## src/hdl/rfre_pkg.sv

```systemverilog
`default_nettype none
package rfre_pkg;

  // field widths
  localparam int unsigned ColorW = 8;
  localparam int unsigned LevelW = 7;
  localparam int unsigned TimeW = 16;
  localparam int unsigned AmountW = 8;
  localparam int unsigned CfgIndexW = 3;
  localparam int unsigned CfgDataW = 16;

  // register indexes
  localparam logic [CfgIndexW-1:0] RegBaseRed = 3'd0;
  localparam logic [CfgIndexW-1:0] RegBaseGreen = 3'd1;
  localparam logic [CfgIndexW-1:0] RegBaseBlue = 3'd2;
  localparam logic [CfgIndexW-1:0] RegMaxLevel = 3'd3;
  localparam logic [CfgIndexW-1:0] RegRiseTime = 3'd4;
  localparam logic [CfgIndexW-1:0] RegFallTime = 3'd5;

  // item kinds
  localparam logic KindStart = 1'b0;
  localparam logic KindTick = 1'b1;

  // full level in percent
  localparam logic [LevelW-1:0] LevelFull = 7'd100;

  // x / 100 as (x * 5243) >> 19, exact for x below 43690
  localparam int unsigned ProdW = ColorW + LevelW;
  localparam int unsigned RecipW = 13;
  localparam logic [RecipW-1:0] Recip = 13'd5243;
  localparam int unsigned RecipShift = 19;

  // ramp quotient never exceeds the level, so level-width steps suffice
  localparam int unsigned DivSteps = LevelW;
  localparam int unsigned StepCntW = $clog2(DivSteps);

  typedef struct packed {
    logic start;
    logic tick;
    logic mul;
    logic div_step;
    logic level;
    logic scale;
    logic recip;
    logic load_out;
  } cmd_t;

  typedef struct packed {
    logic rise_busy;
    logic fall_busy;
    logic out_free;
  } status_t;

endpackage
`default_nettype wire

```

## src/hdl/rfre_in_if.sv

```systemverilog
`default_nettype none
interface rfre_in_if;
  logic valid;
  logic ready;
  logic kind;
  logic [rfre_pkg::AmountW-1:0] tick_amount;

  modport source (output valid, output kind, output tick_amount, input ready);
  modport sink (input valid, input kind, input tick_amount, output ready);
endinterface
`default_nettype wire

```

## src/hdl/rfre_out_if.sv

```systemverilog
`default_nettype none
interface rfre_out_if;
  logic valid;
  logic ready;
  logic [rfre_pkg::ColorW-1:0] red_out;
  logic [rfre_pkg::ColorW-1:0] green_out;
  logic [rfre_pkg::ColorW-1:0] blue_out;

  modport source (output valid, output red_out, output green_out, output blue_out,
                  input ready);
  modport sink (input valid, input red_out, input green_out, input blue_out,
                output ready);
endinterface
`default_nettype wire

```

## src/hdl/rfre_ctrl.sv

```systemverilog
`default_nettype none
module rfre_ctrl (
  input  wire logic              clk,
  input  wire logic              rst,
  input  wire logic              in_valid,
  input  wire logic              in_kind,
  output logic                   in_ready,
  input  wire rfre_pkg::status_t status,
  output rfre_pkg::cmd_t         cmd
);

  localparam logic [2:0] S_IDLE = 3'd0;
  localparam logic [2:0] S_MUL = 3'd1;
  localparam logic [2:0] S_DIV = 3'd2;
  localparam logic [2:0] S_LEVEL = 3'd3;
  localparam logic [2:0] S_SCALE = 3'd4;
  localparam logic [2:0] S_RECIP = 3'd5;
  localparam logic [2:0] S_OUT = 3'd6;

  logic [2:0] state, state_next;
  logic [rfre_pkg::StepCntW-1:0] step, step_next;
  logic accept;

  assign in_ready = (state == S_IDLE);
  assign accept = in_valid && in_ready;

  // next state and commands
  always_comb begin
    state_next = state;
    step_next = step;
    cmd = '0;
    unique case (state)
      S_IDLE: begin
        if (accept) begin
          if (in_kind == rfre_pkg::KindStart) begin
            cmd.start = 1'b1;
            state_next = S_SCALE;
          end else if (status.rise_busy || status.fall_busy) begin
            cmd.tick = 1'b1;
            state_next = S_MUL;
          end else begin
            state_next = S_OUT;
          end
        end
      end
      S_MUL: begin
        cmd.mul = 1'b1;
        step_next = '0;
        state_next = S_DIV;
      end
      S_DIV: begin
        cmd.div_step = 1'b1;
        step_next = step + 1'b1;
        if (step == rfre_pkg::StepCntW'(rfre_pkg::DivSteps - 1)) begin
          state_next = S_LEVEL;
        end
      end
      S_LEVEL: begin
        cmd.level = 1'b1;
        state_next = S_SCALE;
      end
      S_SCALE: begin
        cmd.scale = 1'b1;
        state_next = S_RECIP;
      end
      S_RECIP: begin
        cmd.recip = 1'b1;
        state_next = S_OUT;
      end
      S_OUT: begin
        if (status.out_free) begin
          cmd.load_out = 1'b1;
          state_next = S_IDLE;
        end
      end
      default: begin
        state_next = S_IDLE;
      end
    endcase
  end

  // state register
  always_ff @(posedge clk) begin
    if (rst) begin
      state <= S_IDLE;
      step <= '0;
    end else begin
      state <= state_next;
      step <= step_next;
    end
  end

endmodule
`default_nettype wire

```

## src/hdl/rfre_datapath.sv

```systemverilog
`default_nettype none
module rfre_datapath (
  input  wire logic                                clk,
  input  wire logic                                rst,
  input  wire logic                                write_en,
  input  wire logic [rfre_pkg::CfgIndexW-1:0]      write_index,
  input  wire logic [rfre_pkg::CfgDataW-1:0]       write_data,
  input  wire logic [rfre_pkg::AmountW-1:0]        tick_amount,
  input  wire rfre_pkg::cmd_t                      cmd,
  output rfre_pkg::status_t                        status,
  rfre_out_if.source                               result
);

  localparam int unsigned NumCh = 3;
  localparam int unsigned MulW = rfre_pkg::LevelW + rfre_pkg::TimeW;
  localparam int unsigned WideW = rfre_pkg::ProdW + rfre_pkg::RecipW;

  // configuration registers
  logic [rfre_pkg::ColorW-1:0] base [NumCh];
  logic [rfre_pkg::LevelW-1:0] max_level;
  logic [rfre_pkg::TimeW-1:0]  rise_time, fall_time;

  // animation state
  logic [rfre_pkg::ColorW-1:0] lat_base [NumCh];
  logic [rfre_pkg::LevelW-1:0] lat_level;
  logic [rfre_pkg::TimeW-1:0]  rise_left, rise_total, fall_left, fall_total;
  logic [rfre_pkg::ColorW-1:0] now [NumCh];
  logic                        is_rise;

  // working registers
  logic [rfre_pkg::TimeW-1:0]  rem;
  logic [rfre_pkg::LevelW-1:0] qbits;
  logic [rfre_pkg::TimeW-1:0]  divisor;
  logic [rfre_pkg::LevelW-1:0] level;
  logic [rfre_pkg::ProdW-1:0]  prod [NumCh];

  // output register
  logic                        out_valid;
  logic [rfre_pkg::ColorW-1:0] out_color [NumCh];

  logic [rfre_pkg::LevelW-1:0] wr_level;
  logic [rfre_pkg::TimeW-1:0]  left_sel, total_sel;
  logic [MulW-1:0]             ramp_prod;
  logic [rfre_pkg::TimeW:0]    trial_src, trial;
  logic [WideW-1:0]            wide [NumCh];

  assign wr_level = (write_data[rfre_pkg::LevelW-1:0] > rfre_pkg::LevelFull)
                    ? rfre_pkg::LevelFull : write_data[rfre_pkg::LevelW-1:0];

  // register writes
  always_ff @(posedge clk) begin
    if (rst) begin
      for (int i = 0; i < NumCh; i++) base[i] <= '0;
      max_level <= '0;
      rise_time <= '0;
      fall_time <= '0;
    end else if (write_en) begin
      unique case (write_index)
        rfre_pkg::RegBaseRed:   base[0] <= write_data[rfre_pkg::ColorW-1:0];
        rfre_pkg::RegBaseGreen: base[1] <= write_data[rfre_pkg::ColorW-1:0];
        rfre_pkg::RegBaseBlue:  base[2] <= write_data[rfre_pkg::ColorW-1:0];
        rfre_pkg::RegMaxLevel:  max_level <= wr_level;
        rfre_pkg::RegRiseTime:  rise_time <= write_data;
        rfre_pkg::RegFallTime:  fall_time <= write_data;
        default: ;
      endcase
    end
  end

  assign status.rise_busy = (rise_left != '0);
  assign status.fall_busy = (fall_left != '0);
  assign status.out_free = !out_valid || result.ready;

  // ramp operands of the active phase
  assign left_sel = is_rise ? rise_left : fall_left;
  assign total_sel = is_rise ? rise_total : fall_total;
  assign ramp_prod = MulW'(lat_level) * MulW'(left_sel);

  // restoring division step
  assign trial_src = {rem, qbits[rfre_pkg::LevelW-1]};
  assign trial = trial_src - {1'b0, divisor};

  always_comb begin
    for (int i = 0; i < NumCh; i++) begin
      wide[i] = WideW'(prod[i]) * WideW'(rfre_pkg::Recip);
    end
  end

  // animation state and countdowns
  always_ff @(posedge clk) begin
    if (rst) begin
      for (int i = 0; i < NumCh; i++) begin
        lat_base[i] <= '0;
        now[i] <= '0;
      end
      lat_level <= '0;
      rise_left <= '0;
      rise_total <= '0;
      fall_left <= '0;
      fall_total <= '0;
      is_rise <= 1'b0;
    end else begin
      if (cmd.start) begin
        for (int i = 0; i < NumCh; i++) lat_base[i] <= base[i];
        lat_level <= max_level;
        rise_left <= rise_time;
        rise_total <= rise_time;
        fall_left <= fall_time;
        fall_total <= fall_time;
      end
      if (cmd.tick) begin
        is_rise <= status.rise_busy;
        if (status.rise_busy) begin
          rise_left <= (rise_left > rfre_pkg::TimeW'(tick_amount))
                       ? rise_left - rfre_pkg::TimeW'(tick_amount) : '0;
        end else begin
          fall_left <= (fall_left > rfre_pkg::TimeW'(tick_amount))
                       ? fall_left - rfre_pkg::TimeW'(tick_amount) : '0;
        end
      end
      if (cmd.recip) begin
        for (int i = 0; i < NumCh; i++) begin
          now[i] <= wide[i][rfre_pkg::RecipShift +: rfre_pkg::ColorW];
        end
      end
    end
  end

  // ramp level arithmetic
  always_ff @(posedge clk) begin
    if (cmd.start) begin
      level <= (rise_time == '0) ? max_level : '0;
    end else if (cmd.level) begin
      level <= is_rise ? lat_level - qbits : qbits;
    end
    if (cmd.mul) begin
      rem <= ramp_prod[MulW-1 -: rfre_pkg::TimeW];
      qbits <= ramp_prod[rfre_pkg::LevelW-1:0];
      divisor <= total_sel;
    end else if (cmd.div_step) begin
      rem <= trial[rfre_pkg::TimeW] ? trial_src[rfre_pkg::TimeW-1:0]
                                    : trial[rfre_pkg::TimeW-1:0];
      qbits <= {qbits[rfre_pkg::LevelW-2:0], ~trial[rfre_pkg::TimeW]};
    end
    if (cmd.scale) begin
      for (int i = 0; i < NumCh; i++) begin
        prod[i] <= rfre_pkg::ProdW'(lat_base[i]) * rfre_pkg::ProdW'(level);
      end
    end
  end

  // output register
  always_ff @(posedge clk) begin
    if (rst) begin
      out_valid <= 1'b0;
    end else if (cmd.load_out) begin
      out_valid <= 1'b1;
    end else if (result.ready) begin
      out_valid <= 1'b0;
    end
  end

  always_ff @(posedge clk) begin
    if (cmd.load_out) begin
      for (int i = 0; i < NumCh; i++) out_color[i] <= now[i];
    end
  end

  assign result.valid = out_valid;
  assign result.red_out = out_color[0];
  assign result.green_out = out_color[1];
  assign result.blue_out = out_color[2];

endmodule
`default_nettype wire

```

## src/hdl/rgb_fade_ramp_engine.sv

```systemverilog
// LED fade engine: ramps a base colour up to a peak level and back down.
// Configuration: write_en, write_index, write_data; a write lands at the
// clock edge where write_en is high; indexes 0..5 are red, green, blue,
// peak level (low 7 bits; above 100 stored as 100), rise time and fall time.
// Writes take effect at the next start transaction only.
// Input channel feed: kind 0 starts an animation, kind 1 is a time tick
// carrying tick_amount elapsed units. Output channel result: one colour
// transaction (red_out, green_out, blue_out) for every input transaction.
// A start passes through the scale, reciprocal and output states; a tick
// during a ramp first passes through the multiply, divide and level states;
// a tick with both ramps finished goes straight to the output state. A ramp
// tick forms its ramp level in the bit-serial divider; feed.ready rises as
// the result is loaded into the output register.
// A stalled receiver holds the output register; a finished result waits in
// the controller until the register is free, and feed.ready stays low.
// Synchronous reset clears configuration, ramps and colours to zero.
`default_nettype none
module rgb_fade_ramp_engine (
  input  wire logic                           clk,
  input  wire logic                           rst,
  input  wire logic                           write_en,
  input  wire logic [rfre_pkg::CfgIndexW-1:0] write_index,
  input  wire logic [rfre_pkg::CfgDataW-1:0]  write_data,
  rfre_in_if.sink                             feed,
  rfre_out_if.source                          result
);

  rfre_pkg::cmd_t    cmd;
  rfre_pkg::status_t status;
  logic              ready;

  assign feed.ready = ready;

  // sequencer
  rfre_ctrl u_ctrl (
    .clk      (clk),
    .rst      (rst),
    .in_valid (feed.valid),
    .in_kind  (feed.kind),
    .in_ready (ready),
    .status   (status),
    .cmd      (cmd)
  );

  // arithmetic and state
  rfre_datapath u_datapath (
    .clk         (clk),
    .rst         (rst),
    .write_en    (write_en),
    .write_index (write_index),
    .write_data  (write_data),
    .tick_amount (feed.tick_amount),
    .cmd         (cmd),
    .status      (status),
    .result      (result)
  );

endmodule
`default_nettype wire

```

## src/flat_wrapper.sv

```systemverilog
// flat-port wrapper written by rule: the top's interface ports become plain ports
module rgb_fade_ramp_engine_flat 
  (clk, rst, write_en, write_index, write_data, feed_valid, feed_kind, feed_tick_amount, feed_ready, result_valid, result_red_out, result_green_out, result_blue_out, result_ready);
  rfre_in_if feed_i ();
  rfre_out_if result_i ();
  input  wire logic clk;
  input  wire logic rst;
  input  wire logic write_en;
  input  wire logic [rfre_pkg::CfgIndexW-1:0] write_index;
  input  wire logic [rfre_pkg::CfgDataW-1:0] write_data;
  input wire logic [$bits(feed_i.valid)-1:0] feed_valid;
  input wire logic [$bits(feed_i.kind)-1:0] feed_kind;
  input wire logic [$bits(feed_i.tick_amount)-1:0] feed_tick_amount;
  output wire logic [$bits(feed_i.ready)-1:0] feed_ready;
  output wire logic [$bits(result_i.valid)-1:0] result_valid;
  output wire logic [$bits(result_i.red_out)-1:0] result_red_out;
  output wire logic [$bits(result_i.green_out)-1:0] result_green_out;
  output wire logic [$bits(result_i.blue_out)-1:0] result_blue_out;
  input wire logic [$bits(result_i.ready)-1:0] result_ready;
  assign feed_i.valid = feed_valid;
  assign feed_i.kind = feed_kind;
  assign feed_i.tick_amount = feed_tick_amount;
  assign feed_ready = feed_i.ready;
  assign result_valid = result_i.valid;
  assign result_red_out = result_i.red_out;
  assign result_green_out = result_i.green_out;
  assign result_blue_out = result_i.blue_out;
  assign result_i.ready = result_ready;
  rgb_fade_ramp_engine u_core (.clk(clk), .rst(rst), .write_en(write_en), .write_index(write_index), .write_data(write_data), .feed(feed_i), .result(result_i));
endmodule
```

## config.mk

```make
export PLATFORM = sky130hd
export DESIGN_NAME = rgb_fade_ramp_engine_flat
export DESIGN_NICKNAME = d
export VERILOG_FILES = /design/src/hdl/rfre_pkg.sv /design/src/hdl/rfre_in_if.sv /design/src/hdl/rfre_out_if.sv /design/src/hdl/rfre_ctrl.sv /design/src/hdl/rfre_datapath.sv /design/src/hdl/rgb_fade_ramp_engine.sv /design/src/flat_wrapper.sv
export SDC_FILE = /design/constraint.sdc
export NUM_CORES = 2
export LEC_CHECK = 0
export BUFFER_PORTS_ARGS = -buffer_cell sky130_fd_sc_hd__buf_2
export CAP_MARGIN = 20
export CELL_PAD_IN_SITES_DETAIL_PLACEMENT = 2
export CELL_PAD_IN_SITES_GLOBAL_PLACEMENT = 2
export CORE_MARGIN = 1.5
export CORE_UTILIZATION = 43
export DETAILED_ROUTE_END_ITERATION = 8
export PLACE_DENSITY_LB_ADDON = 0.25
export SETUP_SLACK_MARGIN = 0.3
export SKIP_CTS_REPAIR_TIMING = 1
export SLEW_MARGIN = 5
export SYNTH_ARGS = -nofsm -noshare
export SYNTH_HDL_FRONTEND = slang
export SYNTH_SLANG_ARGS = --single-unit
export TNS_END_PERCENT = 1
```

## constraint.sdc

```tcl
create_clock -name clk -period 6.7 [get_ports clk]
set_input_delay 0.335 -clock clk [delete_from_list [all_inputs] [get_ports clk]]
set_output_delay 0.335 -clock clk [all_outputs]
set_load 0.01 [all_outputs]
```

==> metrics.log <==
[metrics] status: complete, no violations
[metrics] Crit path required time: 7.01 ns
[metrics] fraction of final layout cells with drive strength greater than 1: 6.122%
[metrics] part of the Yosys area used for sequential elements: 24.49%
[metrics] Worst-Skew Late Latency: 0.61 ns
[metrics] leading cell types by count after synthesis: 650 x sky130_fd_sc_hd__inv_1, 474 x sky130_fd_sc_hd__ha_1, 364 x sky130_fd_sc_hd__fa_1
[metrics] Max transition margin: between 20% and 30%
[metrics] share of async-settable or async-resettable flops after synthesis: 0%
[metrics] Syn Area/Cell: just under 10 sq um
[metrics] Final Critical Period: 6.050 ns
[metrics] width of the die: 278.2 um
[metrics] DR WL/cell: roughly 23 um
[metrics] startpoint of the worst setup timing path: u_core.u_datapath.is_rise
[metrics] number of cell instances on the worst register-to-register path: 17
[metrics] number of rows created at floorplan: 100
[metrics] clk sink count: between 300 and 400
[metrics] number of buffers created by CTS: 39
[metrics] stage delay of the slowest cell on the critical path: 0.62 ns
[metrics] vias in the first global route: 28630
[metrics] cell count after placement: roughly 4300
[metrics] clock root buffer: sky130_fd_sc_hd__clkbuf_16
[metrics] worst-path cell chain: buf_4 -> mux2i_2 -> nor2b_1 -> fa_1 -> fa_1 -> fa_1 -> inv_1 -> fa_1 -> inv_1 -> ha_1 -> nand3_1 -> o31ai_1 -> a31o_2 -> a21oi_1 -> o41ai_1 -> xnor2_1 -> mux2i_1
[metrics] main area contributors after synthesis: sky130_fd_sc_hd__fa_1 22%, sky130_fd_sc_hd__ha_1 18%, sky130_fd_sc_hd__edfxtp_1 17%
[metrics] summed negative setup slack over all endpoints: 0 ns
[metrics] Detailed Place HPWL: 80190 um
[metrics] period utilisation layout: 90.30%
[metrics] Yosys warning total: 0
[metrics] area of the placeable core: 74700 sq um
[metrics] leftover overflow at the end of global routing: 0
[metrics] number of antenna violations at the first check in global routing: 1
[metrics] dominant cell by count in the synthesized netlist: sky130_fd_sc_hd__inv_1
[metrics] data arrival time at the worst-slack endpoint: ~6.4 ns
[metrics] dominant synthesized flop cell: sky130_fd_sc_hd__edfxtp_1
[metrics] endpoints failing hold: 0
[metrics] Worst Hold Launch: write_data[10]
[metrics] H-tree lvl count: 2
[metrics] proportion of netlist area held by the largest area contributor: 22.37%
[metrics] top cell family by delay on the critical path: adder cells
[metrics] # setup viols final: 0
[metrics] Port Buffer Count: 58
[metrics] first-pass detailed-route iteration total: 5
[metrics] area leader, netlist: sky130_fd_sc_hd__fa_1
[metrics] detailed-route DRC error count: 0
[metrics] achievable clock frequency: 0.1653 GHz
[metrics] crit path capture: u_core.u_datapath.rem[14]
[metrics] Final Net Count: between 4000 and 5000
[metrics] count of state elements after synthesis: 305
[metrics] drt initial violations: 876
[metrics] number of buffers on the longest clock path: 3
[metrics] wire length of the first global-routing pass: 162400 um
[metrics] maxcap violations: 0
[metrics] overall die height: 278.2 um
[metrics] CP max stage cell: sky130_fd_sc_hd__fa_1
[metrics] Die Area: 77420 sq um
[metrics] clock skew: 0.04231 ns
[metrics] most frequent CP cell: sky130_fd_sc_hd__fa_1
[metrics] cell area after synthesis: 32580 sq um
[metrics] register-to-register path setup slack: between 0.6 and 0.7 ns
[metrics] launching point of the worst reg2reg path: u_core.u_datapath.is_rise
[metrics] Final Max Slew Viols: 0
[metrics] unrepaired setup endpoints after global routing: no
[metrics] Placer Congestion: about 0.86
[metrics] CP Class: flip-flop to flip-flop
[metrics] area delta synth->final: 8.773%
[metrics] Critical Path Start Type: flip-flop
[metrics] critical path depth in cells: 17
[metrics] Initial Utilization: between 40 and 50%
[metrics] largest net degree at the start of global routing: 66
[metrics] Final Non-Filler Cells: roughly 4400
[metrics] Post-Route Utilization: 47.44%
[metrics] detail-routed via count per cell: ~5.4
[metrics] antenna viol nets, final: 0
[metrics] detailed-route wire length: roughly 100000 um
[metrics] Worst Path Buf+Inv: 3
[metrics] I/O pin cnt: 59
[metrics] Reg clk slew, reported paths: 0.06 ns
[metrics] Overall Global Routing Usage: 26.73%
[metrics] library cells used by synthesis: 78
[metrics] CP max FO: 17
[metrics] number of synthesized flops with an enable pin: 187
[metrics] capturing element type of the critical path: flip-flop
[metrics] total nets after synthesis: 4218
[metrics] transition time of the tightest slew-check pin: 1.159 ns
[metrics] gate count after technology mapping: 3347
[metrics] number of vias in the routed layout: 23810
[metrics] CTS tree: done
[metrics] type of the worst min-delay path: primary input to flip-flop
[metrics] RR Endpoint: u_core.u_datapath.rem[14]
==> per-layer routing <==
layer  track usage, %  vias up  routed length, um
met5                0        -                  0
met4            8.813        0               3415
met3            2.267      144               1851
met2            51.25      256              54190
met1            31.05    12380              41290
li1                 -    11030                  -
==> through the flow <==
stage                     cell area [sq um]  worst slack, ns  hold slack, ns
after detailed placement              33940           0.5365          0.4075
after floorplan                       32580           0.8826          0.4003
after global routing                  35430           0.3024        0.006188
after global placement                33940           0.8712          0.4045
final                                 35430           0.6501      0.00008765
after CTS                             35330           0.4881        -0.08092
==> flip-flops by register name, summed over array words and instances (netlist names), 16 cells and up <==
signal and cells:
u_core.u_datapath.prod 45, u_core.u_datapath.rise_left 16, u_core.u_datapath.fall_total 16, u_core.u_datapath.divisor 16, u_core.u_datapath.out_color 24, u_core.u_datapath.rem 16
u_core.u_datapath.rise_time 16, u_core.u_datapath.fall_left 16, u_core.u_datapath.rise_total 16, u_core.u_datapath.lat_base 24, u_core.u_datapath.now 24, u_core.u_datapath.base 24
u_core.u_datapath.fall_time 16
==> worst min path at each step <==
stage / cells after the start / end / slack (ns)
3_5_place_dp: 0 / u_core.u_datapath.out_color[0][2] / 0.41
4_1_cts: 2 / u_core.u_datapath.fall_total[14] / -0.08
6_report: 3 / u_core.u_datapath.rise_time[10] / 0.00009
2_1_floorplan: 0 / u_core.u_datapath.out_color[0][0] / 0.40
3_3_place_gp: 0 / u_core.u_datapath.out_color[0][15] / 0.40
5_1_grt: 3 / u_core.u_datapath.fall_time[10] / 0.006
==> area by class of cell <==
class                   count  area [sq um]
inverters                 650          2440
multi-input cells        2312         21850
repair buffers             91         565.5
well taps                 969          1212
clock inverters            24         314.1
fillers                  7843         39260
flip-flops and latches    305          7979
diodes                      2         5.005
clock buffers              48          1070
==> worst min-delay path: cells and delay by family <==
family	cells	cell delay, ns
buffers and inverters	1	0.11
AO/OA/AOI/OAI	1	0.05
AND/OR/NAND/NOR	1	0.06
==> placed cells by master (no fill, tap or decap), types with 74 or more instances in the layout <==
cell type	n
sky130_fd_sc_hd__inv_1	650
sky130_fd_sc_hd__ha_1	474
sky130_fd_sc_hd__fa_1	364
sky130_fd_sc_hd__nand2_1	345
sky130_fd_sc_hd__edfxtp_1	187
sky130_fd_sc_hd__a21oi_1	181
sky130_fd_sc_hd__nor2_1	124
sky130_fd_sc_hd__dfxtp_1	117
sky130_fd_sc_hd__and2_1	107
sky130_fd_sc_hd__xnor2_1	84
sky130_fd_sc_hd__o21ai_0	75
sky130_fd_sc_hd__nor2b_1	74
==> kinds of logic after synthesis <==
| group | synth area share (%) |
|---|---|
| buffers and inverters | 8.519 |
| XOR/XNOR | 2.904 |
| AO/OA/AOI/OAI | 8.753 |
| AND/OR/NAND/NOR | 12.77 |
| flip-flops | 24.49 |
| multiplexers | 1.990 |
| adder cells (fa/ha/maj) | 40.57 |
Power is not shown: default switching activity piles up to over one toggle a cycle in this logic, so the estimate is an artifact.
